### src/hw/rtl/tarhsp_pkg.sv
// shared constants and types for the tar header stream parser
package tarhsp_pkg;

    localparam int TAR_BLOCK_BYTES = 512;
    localparam int ACC_W           = 33;

    localparam logic [ACC_W-1:0] ACC_MAX = {ACC_W{1'b1}};

    // octal field parse states
    localparam logic [1:0] OCT_SKIP   = 2'd0;
    localparam logic [1:0] OCT_DIGITS = 2'd1;
    localparam logic [1:0] OCT_DONE   = 2'd2;
    localparam logic [1:0] OCT_BAD    = 2'd3;

    // report status codes
    localparam logic [1:0] STATUS_OK      = 2'd0;
    localparam logic [1:0] STATUS_END     = 2'd1;
    localparam logic [1:0] STATUS_INVALID = 2'd2;
    localparam logic [1:0] STATUS_OCTAL   = 2'd3;

    // entry type codes
    localparam logic [1:0] TYPE_FILE    = 2'd0;
    localparam logic [1:0] TYPE_DIR     = 2'd1;
    localparam logic [1:0] TYPE_UNKNOWN = 2'd2;

    // result kinds
    localparam logic KIND_REPORT = 1'b0;
    localparam logic KIND_DATA   = 1'b1;

    typedef struct packed {
        logic step;
        logic last;
        logic clear;
    } oct_ctrl_t;

endpackage

### src/hw/rtl/tar_header_stream_parser.sv
// tar stream parser top level: header checks, reports, payload pass-through
// Takes one archive byte per beat and sustains one byte per clock cycle; a byte enters
// an input register and its result, if any, is then registered in the output register.
// The only thing that slows intake is back-pressure on the output register, since the
// single per-byte update step waits for a free output slot. Each 512-byte header yields
// one report beat on its last byte (status, size, mtime, type, padding); the entry's
// payload bytes then follow as data beats with tlast on the final one, and padding is
// consumed without output. After a report with a nonzero status, further bytes are
// accepted and dropped.
module tar_header_stream_parser
#(
    parameter int BLOCK_BYTES = tarhsp_pkg::TAR_BLOCK_BYTES
)
(
    input  logic        clk,
    input  logic        rst_n,
    input  logic        s_axis_tvalid,
    output logic        s_axis_tready,
    input  logic [7:0]  s_axis_tdata,  // in_byte
    output logic        m_axis_tvalid,
    input  logic        m_axis_tready,
    // data_byte[7:0], status[9:8], entry_size[42:10], mod_time[75:43],
    // entry_type[77:76], pad_count[86:78], zero fill[87]
    output logic [87:0] m_axis_tdata,
    output logic        m_axis_tlast,  // last_data
    output logic        m_axis_tuser   // out_kind
);
    import tarhsp_pkg::*;

    localparam int POS_W = $clog2(BLOCK_BYTES);

    localparam logic [1:0] PH_HEADER = 2'd0;
    localparam logic [1:0] PH_DATA   = 2'd1;
    localparam logic [1:0] PH_PAD    = 2'd2;

    localparam logic [POS_W-1:0] POS_NAME_END  = POS_W'(100);
    localparam logic [POS_W-1:0] POS_MODE_NUL  = POS_W'(107);
    localparam logic [POS_W-1:0] POS_UID_NUL   = POS_W'(115);
    localparam logic [POS_W-1:0] POS_GID_NUL   = POS_W'(123);
    localparam logic [POS_W-1:0] POS_SIZE_LO   = POS_W'(124);
    localparam logic [POS_W-1:0] POS_SIZE_HI   = POS_W'(135);
    localparam logic [POS_W-1:0] POS_TIME_LO   = POS_W'(136);
    localparam logic [POS_W-1:0] POS_TIME_HI   = POS_W'(147);
    localparam logic [POS_W-1:0] POS_TYPE      = POS_W'(156);
    localparam logic [POS_W-1:0] POS_LINK_NUL  = POS_W'(256);
    localparam logic [POS_W-1:0] POS_LAST      = POS_W'(BLOCK_BYTES - 1);

    // input register
    logic       in_valid_reg;
    logic [7:0] in_byte_reg;
    logic       fire;

    // parser state
    logic [1:0]       phase_reg, phase_next;
    logic [POS_W-1:0] byte_pos_reg, byte_pos_next;
    logic             name_ended_reg, name_ended_next;
    logic             header_bad_reg, header_bad_next;
    logic             first_zero_reg, first_zero_next;
    logic [1:0]       type_code_reg, type_code_next;
    logic [ACC_W-1:0] data_left_reg, data_left_next;
    logic [POS_W-1:0] pad_left_reg, pad_left_next;
    logic             stopped_reg, stopped_next;

    // octal field parsers
    oct_ctrl_t        size_ctrl, time_ctrl;
    logic [ACC_W-1:0] size_acc, time_acc;
    logic [1:0]       size_state, time_state;
    logic             header_start;

    // result
    logic             out_load;
    logic             out_kind;
    logic             out_last;
    logic [1:0]       out_status;
    logic [ACC_W-1:0] out_size;
    logic [ACC_W-1:0] out_time;
    logic [1:0]       out_type;
    logic [POS_W-1:0] out_pad;

    logic             out_valid_reg;
    logic             out_kind_reg;
    logic             out_last_reg;
    logic [7:0]       out_byte_reg;
    logic [1:0]       out_status_reg;
    logic [ACC_W-1:0] out_size_reg;
    logic [ACC_W-1:0] out_time_reg;
    logic [1:0]       out_type_reg;
    logic [POS_W-1:0] out_pad_reg;

    logic [ACC_W-1:0] data_dec;
    logic [POS_W-1:0] pad_dec;
    logic [POS_W-1:0] pad_val;
    logic [1:0]       status_val;
    logic             in_header;
    logic             b_zero;

    assign fire          = in_valid_reg && (!out_valid_reg || m_axis_tready);
    assign s_axis_tready = !in_valid_reg || fire;

    assign in_header = (phase_reg != PH_DATA) && (phase_reg != PH_PAD);
    assign b_zero    = (in_byte_reg == 8'h00);
    assign data_dec  = data_left_reg - ACC_W'(1);
    assign pad_dec   = pad_left_reg - POS_W'(1);
    // padding to the next block boundary
    assign pad_val   = POS_W'(0) - size_acc[POS_W-1:0];

    always_comb
    begin
        if (header_bad_reg)
            status_val = STATUS_INVALID;
        else if (first_zero_reg)
            status_val = STATUS_END;
        else if ((size_state == OCT_BAD) || (time_state == OCT_BAD))
            status_val = STATUS_OCTAL;
        else
            status_val = STATUS_OK;
    end

    always_comb
    begin
        size_ctrl.step  = fire && !stopped_reg && in_header &&
                          (byte_pos_reg >= POS_SIZE_LO) && (byte_pos_reg <= POS_SIZE_HI);
        size_ctrl.last  = (byte_pos_reg == POS_SIZE_HI);
        size_ctrl.clear = header_start;
        time_ctrl.step  = fire && !stopped_reg && in_header &&
                          (byte_pos_reg >= POS_TIME_LO) && (byte_pos_reg <= POS_TIME_HI);
        time_ctrl.last  = (byte_pos_reg == POS_TIME_HI);
        time_ctrl.clear = header_start;
    end

    tarhsp_octal_field u_size_field
    (
        .clk     (clk),
        .rst_n   (rst_n),
        .ctrl    (size_ctrl),
        .byte_in (in_byte_reg),
        .acc     (size_acc),
        .state   (size_state)
    );

    tarhsp_octal_field u_time_field
    (
        .clk     (clk),
        .rst_n   (rst_n),
        .ctrl    (time_ctrl),
        .byte_in (in_byte_reg),
        .acc     (time_acc),
        .state   (time_state)
    );

    always_comb
    begin
        phase_next      = phase_reg;
        byte_pos_next   = byte_pos_reg;
        name_ended_next = name_ended_reg;
        header_bad_next = header_bad_reg;
        first_zero_next = first_zero_reg;
        type_code_next  = type_code_reg;
        data_left_next  = data_left_reg;
        pad_left_next   = pad_left_reg;
        stopped_next    = stopped_reg;
        header_start    = 1'b0;
        out_load        = 1'b0;
        out_kind        = KIND_REPORT;
        out_last        = 1'b0;
        out_status      = STATUS_OK;
        out_size        = '0;
        out_time        = '0;
        out_type        = TYPE_FILE;
        out_pad         = '0;

        if (fire && !stopped_reg)
        begin
            case (phase_reg)
                PH_DATA:
                begin
                    data_left_next = data_dec;
                    out_load       = 1'b1;
                    out_kind       = KIND_DATA;
                    out_last       = (data_dec == '0);
                    if (data_dec == '0)
                    begin
                        if (pad_left_reg != '0)
                            phase_next = PH_PAD;
                        else
                            header_start = 1'b1;
                    end
                end
                PH_PAD:
                begin
                    pad_left_next = pad_dec;
                    if (pad_dec == '0)
                        header_start = 1'b1;
                end
                default:
                begin
                    if (byte_pos_reg < POS_NAME_END)
                    begin
                        if (b_zero)
                            name_ended_next = 1'b1;
                        else if (name_ended_reg)
                            header_bad_next = 1'b1;
                        if (byte_pos_reg == '0)
                            first_zero_next = b_zero;
                    end
                    if (((byte_pos_reg == POS_MODE_NUL) || (byte_pos_reg == POS_UID_NUL) ||
                         (byte_pos_reg == POS_GID_NUL) || (byte_pos_reg == POS_LINK_NUL)) &&
                        !b_zero)
                        header_bad_next = 1'b1;
                    if (((byte_pos_reg == POS_SIZE_HI) || (byte_pos_reg == POS_TIME_HI)) &&
                        !b_zero && (in_byte_reg != 8'h20))
                        header_bad_next = 1'b1;
                    if (byte_pos_reg == POS_TYPE)
                    begin
                        if (b_zero || (in_byte_reg == 8'h30))
                            type_code_next = TYPE_FILE;
                        else if (in_byte_reg == 8'h35)
                            type_code_next = TYPE_DIR;
                        else
                            type_code_next = TYPE_UNKNOWN;
                    end

                    if (byte_pos_reg != POS_LAST)
                    begin
                        byte_pos_next = byte_pos_reg + POS_W'(1);
                    end
                    else
                    begin
                        // checks all lie before the last byte, so the held flags are final
                        out_load   = 1'b1;
                        out_status = status_val;
                        if (status_val != STATUS_OK)
                        begin
                            stopped_next = 1'b1;
                        end
                        else
                        begin
                            out_size     = size_acc;
                            out_time     = time_acc;
                            out_type     = type_code_reg;
                            out_pad      = pad_val;
                            header_start = 1'b1;
                            if (size_acc != '0)
                            begin
                                data_left_next = size_acc;
                                pad_left_next  = pad_val;
                            end
                        end
                    end
                end
            endcase
        end

        if (header_start)
        begin
            phase_next      = PH_HEADER;
            byte_pos_next   = '0;
            name_ended_next = 1'b0;
            header_bad_next = 1'b0;
            first_zero_next = 1'b0;
            type_code_next  = TYPE_FILE;
            // a good header with data goes straight to the payload
            if (in_header && (size_acc != '0))
                phase_next = PH_DATA;
        end
    end

    always_ff @(posedge clk or negedge rst_n)
    begin
        if (!rst_n)
        begin
            in_valid_reg   <= 1'b0;
            phase_reg      <= PH_HEADER;
            byte_pos_reg   <= '0;
            name_ended_reg <= 1'b0;
            header_bad_reg <= 1'b0;
            first_zero_reg <= 1'b0;
            type_code_reg  <= TYPE_FILE;
            data_left_reg  <= '0;
            pad_left_reg   <= '0;
            stopped_reg    <= 1'b0;
            out_valid_reg  <= 1'b0;
        end
        else
        begin
            if (s_axis_tready)
                in_valid_reg <= s_axis_tvalid;
            phase_reg      <= phase_next;
            byte_pos_reg   <= byte_pos_next;
            name_ended_reg <= name_ended_next;
            header_bad_reg <= header_bad_next;
            first_zero_reg <= first_zero_next;
            type_code_reg  <= type_code_next;
            data_left_reg  <= data_left_next;
            pad_left_reg   <= pad_left_next;
            stopped_reg    <= stopped_next;
            if (out_load)
                out_valid_reg <= 1'b1;
            else if (m_axis_tready)
                out_valid_reg <= 1'b0;
        end
    end

    // payload registers
    always_ff @(posedge clk)
    begin
        if (s_axis_tready && s_axis_tvalid)
            in_byte_reg <= s_axis_tdata;
        if (out_load)
        begin
            out_kind_reg   <= out_kind;
            out_last_reg   <= out_last;
            out_byte_reg   <= (out_kind == KIND_DATA) ? in_byte_reg : 8'h00;
            out_status_reg <= out_status;
            out_size_reg   <= out_size;
            out_time_reg   <= out_time;
            out_type_reg   <= out_type;
            out_pad_reg    <= out_pad;
        end
    end

    assign m_axis_tvalid = out_valid_reg;
    assign m_axis_tuser  = out_kind_reg;
    assign m_axis_tlast  = out_last_reg;
    assign m_axis_tdata  = {1'b0, out_pad_reg, out_type_reg, out_time_reg, out_size_reg,
                            out_status_reg, out_byte_reg};

`ifndef SYNTHESIS
    a_stop_sticky: assert property (@(posedge clk) disable iff (!rst_n)
        stopped_reg |=> stopped_reg)
        else $error("stop flag cleared");

    a_data_left_nonzero: assert property (@(posedge clk) disable iff (!rst_n)
        (phase_reg == PH_DATA) |-> (data_left_reg != '0))
        else $error("data phase with nothing left");

    a_pad_left_nonzero: assert property (@(posedge clk) disable iff (!rst_n)
        (phase_reg == PH_PAD) |-> (pad_left_reg != '0))
        else $error("pad phase with nothing left");

    a_no_result_when_stopped: assert property (@(posedge clk) disable iff (!rst_n)
        stopped_reg |-> !out_load)
        else $error("result after stop");

    a_data_beat_clean: assert property (@(posedge clk) disable iff (!rst_n)
        (out_valid_reg && (out_kind_reg == KIND_DATA)) |->
        ((out_status_reg == STATUS_OK) && (out_size_reg == '0)))
        else $error("data beat carries report fields");
`endif

endmodule

### src/hw/rtl/tarhsp_octal_field.sv
// octal number field parser with whitespace skip and saturation
module tarhsp_octal_field
(
    input  logic                          clk,
    input  logic                          rst_n,
    input  tarhsp_pkg::oct_ctrl_t         ctrl,
    input  logic [7:0]                    byte_in,
    output logic [tarhsp_pkg::ACC_W-1:0]  acc,
    output logic [1:0]                    state
);
    import tarhsp_pkg::*;

    logic [ACC_W-1:0] acc_reg;
    logic [ACC_W-1:0] acc_next;
    logic [1:0]       state_reg;
    logic [1:0]       state_next;
    logic             is_digit;
    logic             is_ws;
    logic [ACC_W-1:0] digit_val;

    assign is_digit  = (byte_in >= 8'h30) && (byte_in <= 8'h37);
    assign is_ws     = (byte_in == 8'h20) || ((byte_in >= 8'h09) && (byte_in <= 8'h0d));
    assign digit_val = {{(ACC_W-3){1'b0}}, byte_in[2:0]};

    always_comb
    begin
        acc_next   = acc_reg;
        state_next = state_reg;
        if (ctrl.clear)
        begin
            acc_next   = '0;
            state_next = OCT_SKIP;
        end
        else if (ctrl.step)
        begin
            case (state_reg)
                OCT_SKIP:
                begin
                    if (is_digit)
                    begin
                        acc_next   = digit_val;
                        state_next = OCT_DIGITS;
                    end
                    else if (!is_ws || ctrl.last)
                    begin
                        state_next = OCT_BAD;
                    end
                end
                OCT_DIGITS:
                begin
                    if (is_digit)
                    begin
                        // saturate rather than wrap
                        if (acc_reg > (ACC_MAX >> 3))
                            acc_next = ACC_MAX;
                        else
                            acc_next = {acc_reg[ACC_W-4:0], byte_in[2:0]};
                    end
                    else
                    begin
                        state_next = OCT_DONE;
                    end
                end
                default:
                begin
                    state_next = state_reg;
                end
            endcase
        end
    end

    always_ff @(posedge clk or negedge rst_n)
    begin
        if (!rst_n)
        begin
            acc_reg   <= '0;
            state_reg <= OCT_SKIP;
        end
        else
        begin
            acc_reg   <= acc_next;
            state_reg <= state_next;
        end
    end

    assign acc   = acc_reg;
    assign state = state_reg;

endmodule

### config.mk
export PLATFORM = sky130hd
export DESIGN_NAME = tar_header_stream_parser
export DESIGN_NICKNAME = d
export VERILOG_FILES = /design/src/hw/rtl/tarhsp_pkg.sv /design/src/hw/rtl/tar_header_stream_parser.sv /design/src/hw/rtl/tarhsp_octal_field.sv
export SDC_FILE = /design/constraint.sdc
export NUM_CORES = 1
export LEC_CHECK = 0
export ABC_AREA = 1
export BUFFER_PORTS_ARGS = -buffer_cell sky130_fd_sc_hd__buf_4
export CAP_MARGIN = 25
export CORE_MARGIN = 1.5
export CORE_UTILIZATION = 57
export CTS_BUF_LIST = sky130_fd_sc_hd__clkbuf_16
export DETAILED_ROUTE_END_ITERATION = 16
export GPL_TIMING_DRIVEN = 0
export PLACE_DENSITY_LB_ADDON = 0.08
export SKIP_CTS_REPAIR_TIMING = 1
export SYNTH_ARGS = -nofsm -noshare
export SYNTH_HDL_FRONTEND = slang
export SYNTH_SLANG_ARGS = --single-unit
### constraint.sdc
create_clock -name clk -period 14.5 [get_ports clk]
set_clock_uncertainty 0.1 [all_clocks]
set_input_delay 0 -clock clk [delete_from_list [all_inputs] [get_ports clk]]
set_output_delay 0 -clock clk [all_outputs]
set_load 0.02 [all_outputs]
# Yosys cells after proc, flatten, opt, wreduce, memory -nomap -nowiden

Index checks and enable logic that the tools add are counted.
Widths: inputs -> output; s select.

Word-level logic and storage cells: 234
Bits in registers: 228
Input port bits: 12
Output and inout port bits: 92

$add $sub $neg: 4
Reductions and logical operators: 75
Magnitude comparators: 11
Equal/unequal tests: 34
Bitwise operators: 5
Muxes and demuxes: 81

Operators with widths:

| cell                  | count |
|---|---|
| $mux 33               | 12 |
| $pmux 33 s2           | 3 |
| $gt 33x30->1 const B  | 2 |
| $mux 9                | 7 |
| $mux 2                | 23 |
| $logic_not 33->1      | 1 |
| $reduce_bool 33->1    | 1 |
| $sub 33x1->33 const B | 1 |
| $reduce_and 4->1      | 8 |
| $mux 1                | 31 |
| $reduce_bool 2->1     | 15 |
| $eq 9x7->1 const B    | 3 |
| $eq 9x8->1 const B    | 3 |
| $eq 8x6->1 const B    | 3 |
| $le 9x8->1 const B    | 2 |
| $logic_not 9->1       | 2 |
| $pmux 9 s2            | 1 |
| $logic_and 1x1->1     | 15 |
| $reduce_and 5->1      | 3 |
| $ne 2x1->1 const B    | 6 |
| $ne 3x3->1 const B    | 4 |
| $logic_or 1x1->1      | 11 |
| $add 9x1->9 const B   | 1 |
| $eq 9x9->1 const B    | 1 |
| other kinds (31)      | 51 |

# Longest topological paths before layout

Depth in word-level cells: 12
Gate-level depth with buffers: 21
Depth with buffers taken out: 20

# Modules after synthesis

Synthesis repeated with hierarchy kept, for this count alone.

Cells, all modules: 1369
Area, all modules: 11742.5 um^2

Modules (own cells, without submodules):

| module                            | cells each | area each (um^2) | times used | seq. area each (um^2) |
|---|---|---|---|---|
| tar_header_stream_parser          | 989        | 8335.5           | 1          | 4409.2 |
| tarhsp_octal_field (u_size_field) | 192        | 1717.9           | 1          | 875.8 |
| tarhsp_octal_field (u_time_field) | 188        | 1689.1           | 1          | 875.8 |

# Worst setup path after synthesis

No wires, ideal clock.

Kind: flip-flop to flip-flop
Start point: reg phase_reg[1]
End point: reg out_valid_reg (netlist: m_axis_tvalid)
Cell stages (with the launch flop): 8
Setup time: 106 ps
Setup slack: 6099 ps
Required time: 14294 ps
Arrival: 8196 ps
Cells stage by stage: dfrtp_1 > inv_1 > ha_1 > clkbuf_1 > inv_1 > clkbuf_1 > o31ai_1 > or2_2

Cells in the longest elaborated chain, start to end: 4
Elaborated cells between the ends (all ways): 6
Those cells by class: eq/ne (2); mux (3); reduce/logical (1)

Ends and longest elaborated chain:

| what                                               | line                            | source |
|---|---|---|
| start, declared                                    | tar_header_stream_parser.sv:54  | `logic [1:0] phase_reg, phase_next;` |
| start signal, assigned                             | tar_header_stream_parser.sv:288 | `phase_reg <= phase_next;` |
| $eq 2x2->1 / $eq 2x1->1 (equally long branches)    | tar_header_stream_parser.sv:174 | `case (phase_reg)` |
| $pmux 1 s2 *                                       | tar_header_stream_parser.sv:174 |  |
| $mux 1 *                                           | tar_header_stream_parser.sv:172 | `if (fire && !stopped_reg)` |
| net out_load                                       | tar_header_stream_parser.sv:71  | `logic out_load;` |
| $mux 1 / $reduce_bool 2->1 (equally long branches) | n/a                             |  |
| end signal, assigned                               | tar_header_stream_parser.sv:282 | `out_valid_reg <= 1'b0;` |
| end signal, assigned                               | tar_header_stream_parser.sv:298 | `out_valid_reg <= 1'b1;` |
| end signal, assigned                               | tar_header_stream_parser.sv:300 | `out_valid_reg <= 1'b0;` |
| end, declared                                      | tar_header_stream_parser.sv:80  | `logic out_valid_reg;` |

The timed path passes the listed nets; every way through them passes the cells marked *.
A chain may end at the register's enable or synchronous reset.

# Worst setup path after layout

Start point: reg byte_pos_reg[3]
End point: reg data_left_reg[22]

Cells in the longest elaborated chain, start to end: 3

Ends and longest elaborated chain:

| what                              | line                            | source |
|---|---|---|
| start, declared                   | tar_header_stream_parser.sv:55  | `logic [POS_W-1:0] byte_pos_reg, byte_pos_next;` |
| start signal, assigned            | tar_header_stream_parser.sv:289 | `byte_pos_reg <= byte_pos_next;` |
| $ne 9x9->1                        | tar_header_stream_parser.sv:223 | `if (byte_pos_reg != POS_LAST)` |
| $ne 2x1->1 (no source line)       | n/a                             |  |
| $reduce_and 5->1 (no source line) | n/a                             |  |
| end signal, assigned              | tar_header_stream_parser.sv:294 | `data_left_reg <= data_left_next;` |
| end, declared                     | tar_header_stream_parser.sv:60  | `logic [ACC_W-1:0] data_left_reg, data_left_next;` |

Every way passes these cells.

==> key figures <==
Run
  • Max cap viols: 0

Timing
  • Slew @ Worst Pin: 0.784 ns
  • Maximum operating frequency: 0.285 GHz
  • TNS Setup: 0 ns
  • Final worst slack: 10.99 ns
  • Setup repair after global routing missed its margin: no
  • Period minus WS final: 3.51 ns
  • Final Hold Fails: 0
  • Setup-failing EPs final: 0
  • Tcrit/Tclk final: 24.2%
  • Fin. max-slew vios: 0
  • Worst relative slew slack: 47.7%

Floorplan
  • Boundary Pins: 104
  • Initial Util: 58.8%
  • # rows: 51
  • Core Area: 0.0197 mm^2
  • Height of the die: 145 um
  • Die Width: 145 um
  • Die footprint: 0.0211 mm^2

Yosys
  • Top FF cell, synth: dfrtp_1
  • Synthesized flop and latch total: 227
  • Distinct cells, synth: 43
  • Synth top area share: 28.4%
  • Ys async rst share: 57.7%
  • Area leader, netlist: dfrtp_1
  • Most common cell in the netlist: nand2_1
  • Sequential share of the synthesized area: 53.3%
  • Post-Syn Nets: 1,407
  • Syn_area_per_cell: 8.35 um^2
  • Top post-synthesis cells by count: 305 x nand2_1, 254 x nor2_1, 174 x inv_1, 131 x dfrtp_1, 96 x edfxtp_1
  • Number of flops mapped to enable cells by yosys: 96
  • Syn Inst Count: 1,383
  • Synth area leaders: dfrtp_1 28%, edfxtp_1 25%, nand2_1 9.9%
  • Mapped cell area: 0.0116 mm^2
  • Synth warn: 0

Setup path
  • Crit-path max FO: 10
  • Cell family contributing the most delay on the critical path: buffers and inverters
  • CP Launch Type: register
  • Crit Path Class: reg2reg
  • Critical path's largest stage delay: 0.43 ns
  • CP max stage cell: a211oi_1
  • Critical path buffer and inverter count: 5
  • Worst-path cell chain: clkbuf_1 -> nand2_1 -> nor2_1 -> inv_1 -> nor3_1 -> ha_1 -> inv_1 -> nor2_1 -> nand2_1 -> a211oi_1 -> buf_2 -> buf_1 -> o211ai_1 -> o21ai_0
  • Req. time, crit path: 14.83 ns
  • CP Capture Type: register
  • Critical Path AT: 3.84 ns

Clock network
  • Clock Tree Root: clkbuf_16
  • Worst-path clk slew: 0.06 ns
  • CTS sink cnt: 227
  • Max Buffers Root-to-Sink: 3
  • CTS Buf Count: 25
  • CTS H-Tree Depth: 1
  • Skew-Pair Late Insertion Delay: 0.52 ns
  • CTS tree: done

Placement
  • Post-place setup slack: 11.06 ns
  • Count of input and output buffers: 102
  • HPWL Detailed: 22.4 mm
  • GP Congestion: 0.924

GRT
  • Initial antenna violation count: 0
  • First-pass GRT wire length: 49.1 mm
  • Largest net degree at the start of global routing: 93
  • Number of global-route vias before repair: 9,579
  • Gr usage total: 28.9%
  • Total gr overflow: 0

Power and ir drop
  • Max VDD drop: 0.0000895 V
  • PwrDens: 94.8 mW/mm^2
  • Leakage Power: 5.92 nW

Route
  • Detail Route Antenna Nets: 0
  • Drt drc: 0
  • Vias/cell: 5.42
  • Routed len/inst: 16.8 um
  • Detailed Route Iter0 Violations: 642
  • Via count: 9,842
  • Drt total wl: 30.5 mm
  • Drt pass-1 iters: 6

Layout
  • Layout Utilization: 70.0%
  • # diodes: 0
  • # nets final: 1,557
  • Area Overhead vs Synth: 19.1%
  • Layout cells sized above 1: 12.3%

Min path
  • Hold WC Path Type: in2reg

Run status
  • Status: complete, no violations
## logic make-up (layout without fill, tap and decap cells)
kind of cell               after synthesis  count (layout)  share of synthesized area (%)
buffers and inverters                  237             406                           8.04
AOI/OAI and AO/OA                      193             193                           9.99
and+or+nand+nor                        686             686                           25.3
adders and majority gates               12              12                           1.30
xor gates and xnor gates                27              27                           2.05
other                                    1               1                         0.0325
DFF                                    227             227                           53.3
## path summary, 6_finish.rpt
path | cells past startpoint | start | endpoint | slack [ns]
max | 14 | byte_pos_reg[3] | data_left_reg[22] | 10.99
min | 2 | s_axis_tdata[5] | in_byte_reg[5] | 0.10
max reg2reg | 14 | byte_pos_reg[3] | data_left_reg[22] | 10.99
min reg2reg | 2 | stopped_reg | stopped_reg | 0.36
max in group asynchronous | 4 | rst_n | byte_pos_reg[2] | 13.36
min in group asynchronous | 4 | rst_n | data_left_reg[2] | 0.45
## routing by layer
metal  vias to the layer above  share of wire, %  global-route usage, %  routed length (um)
li1                       4792                 -                      -                   -
met5                         -                 0                      0                   0
met1                      4699                42                   37.7               12800
met3                        70               3.9                   2.92                1190
met2                       281                51                   50.0               15400
met4                         0               3.5                   11.3                1060
## where the power goes
| part | switching [W] | internal (W) | leakage [nW] |
|---|---|---|---|
| Clock | 0.000252 | 0.000366 | 0.428 |
| Sequential | 0.00000121 | 0.000668 | 2.28 |
| Combinational | 0.0000112 | 0.00000696 | 3.21 |
## layout make-up
class | instances | area, um^2
Buffer | 57 | 253
Clock buffer | 25 | 626
Clock inverter | 21 | 169
Fill cell | 1626 | 5900
Inverter | 180 | 676
Multi-Input combinational cell | 919 | 4480
Sequential cell | 227 | 6160
Tap cell | 265 | 332
Timing Repair Buffer | 123 | 1060
## metrics by stage
stage | hold WS, ns | cell area [um^2] | std cells | power, W
6_report | 0.102 | 13800 | 1817 | 0.00130
5_1_grt | 0.100 | 13800 | 1817 | 0.00134
4_1_cts | -0.699 | 13600 | 1802 | 0.00131
3_5_place_dp | -0.158 | 12800 | 1756 | 0.000696
3_3_place_gp | 0.0786 | 12600 | 1750 | 0.000695
2_1_floorplan | -0.396 | 11600 | 1383 | 0.000684
## cell usage in the layout, fill, tap and decap left out, types with 3 or more instances in the layout
master	Yosys	final
a211oi_1	7	7
nor2_1	254	254
nand2_1	305	305
buf_2	13	13
o21ai_0	58	58
buf_8	0	3
nor2_2	6	6
inv_1	174	185
nand2_2	6	6
buf_1	3	3
ha_1	12	12
o21ai_1	7	7
clkbuf_16	0	25
nand3_1	45	45
nand2_4	4	4
nor2_4	3	3
nand4_1	26	26
nor4_1	9	9
buf_4	4	105
o211ai_1	29	29
a22oi_1	30	30
bufinv_16	0	3
nand3_2	3	3
buf_16	0	4
dfrtp_1	131	131
xnor2_1	3	3
inv_2	4	4
nor3_1	17	17
clkbuf_1	36	36
clkinv_1	2	6
a31oi_1	4	4
xor2_1	24	24
a21oi_1	51	51
dlygate4sd3_1	0	14
edfxtp_1	96	96
Power figures use the tool's default switching activity.
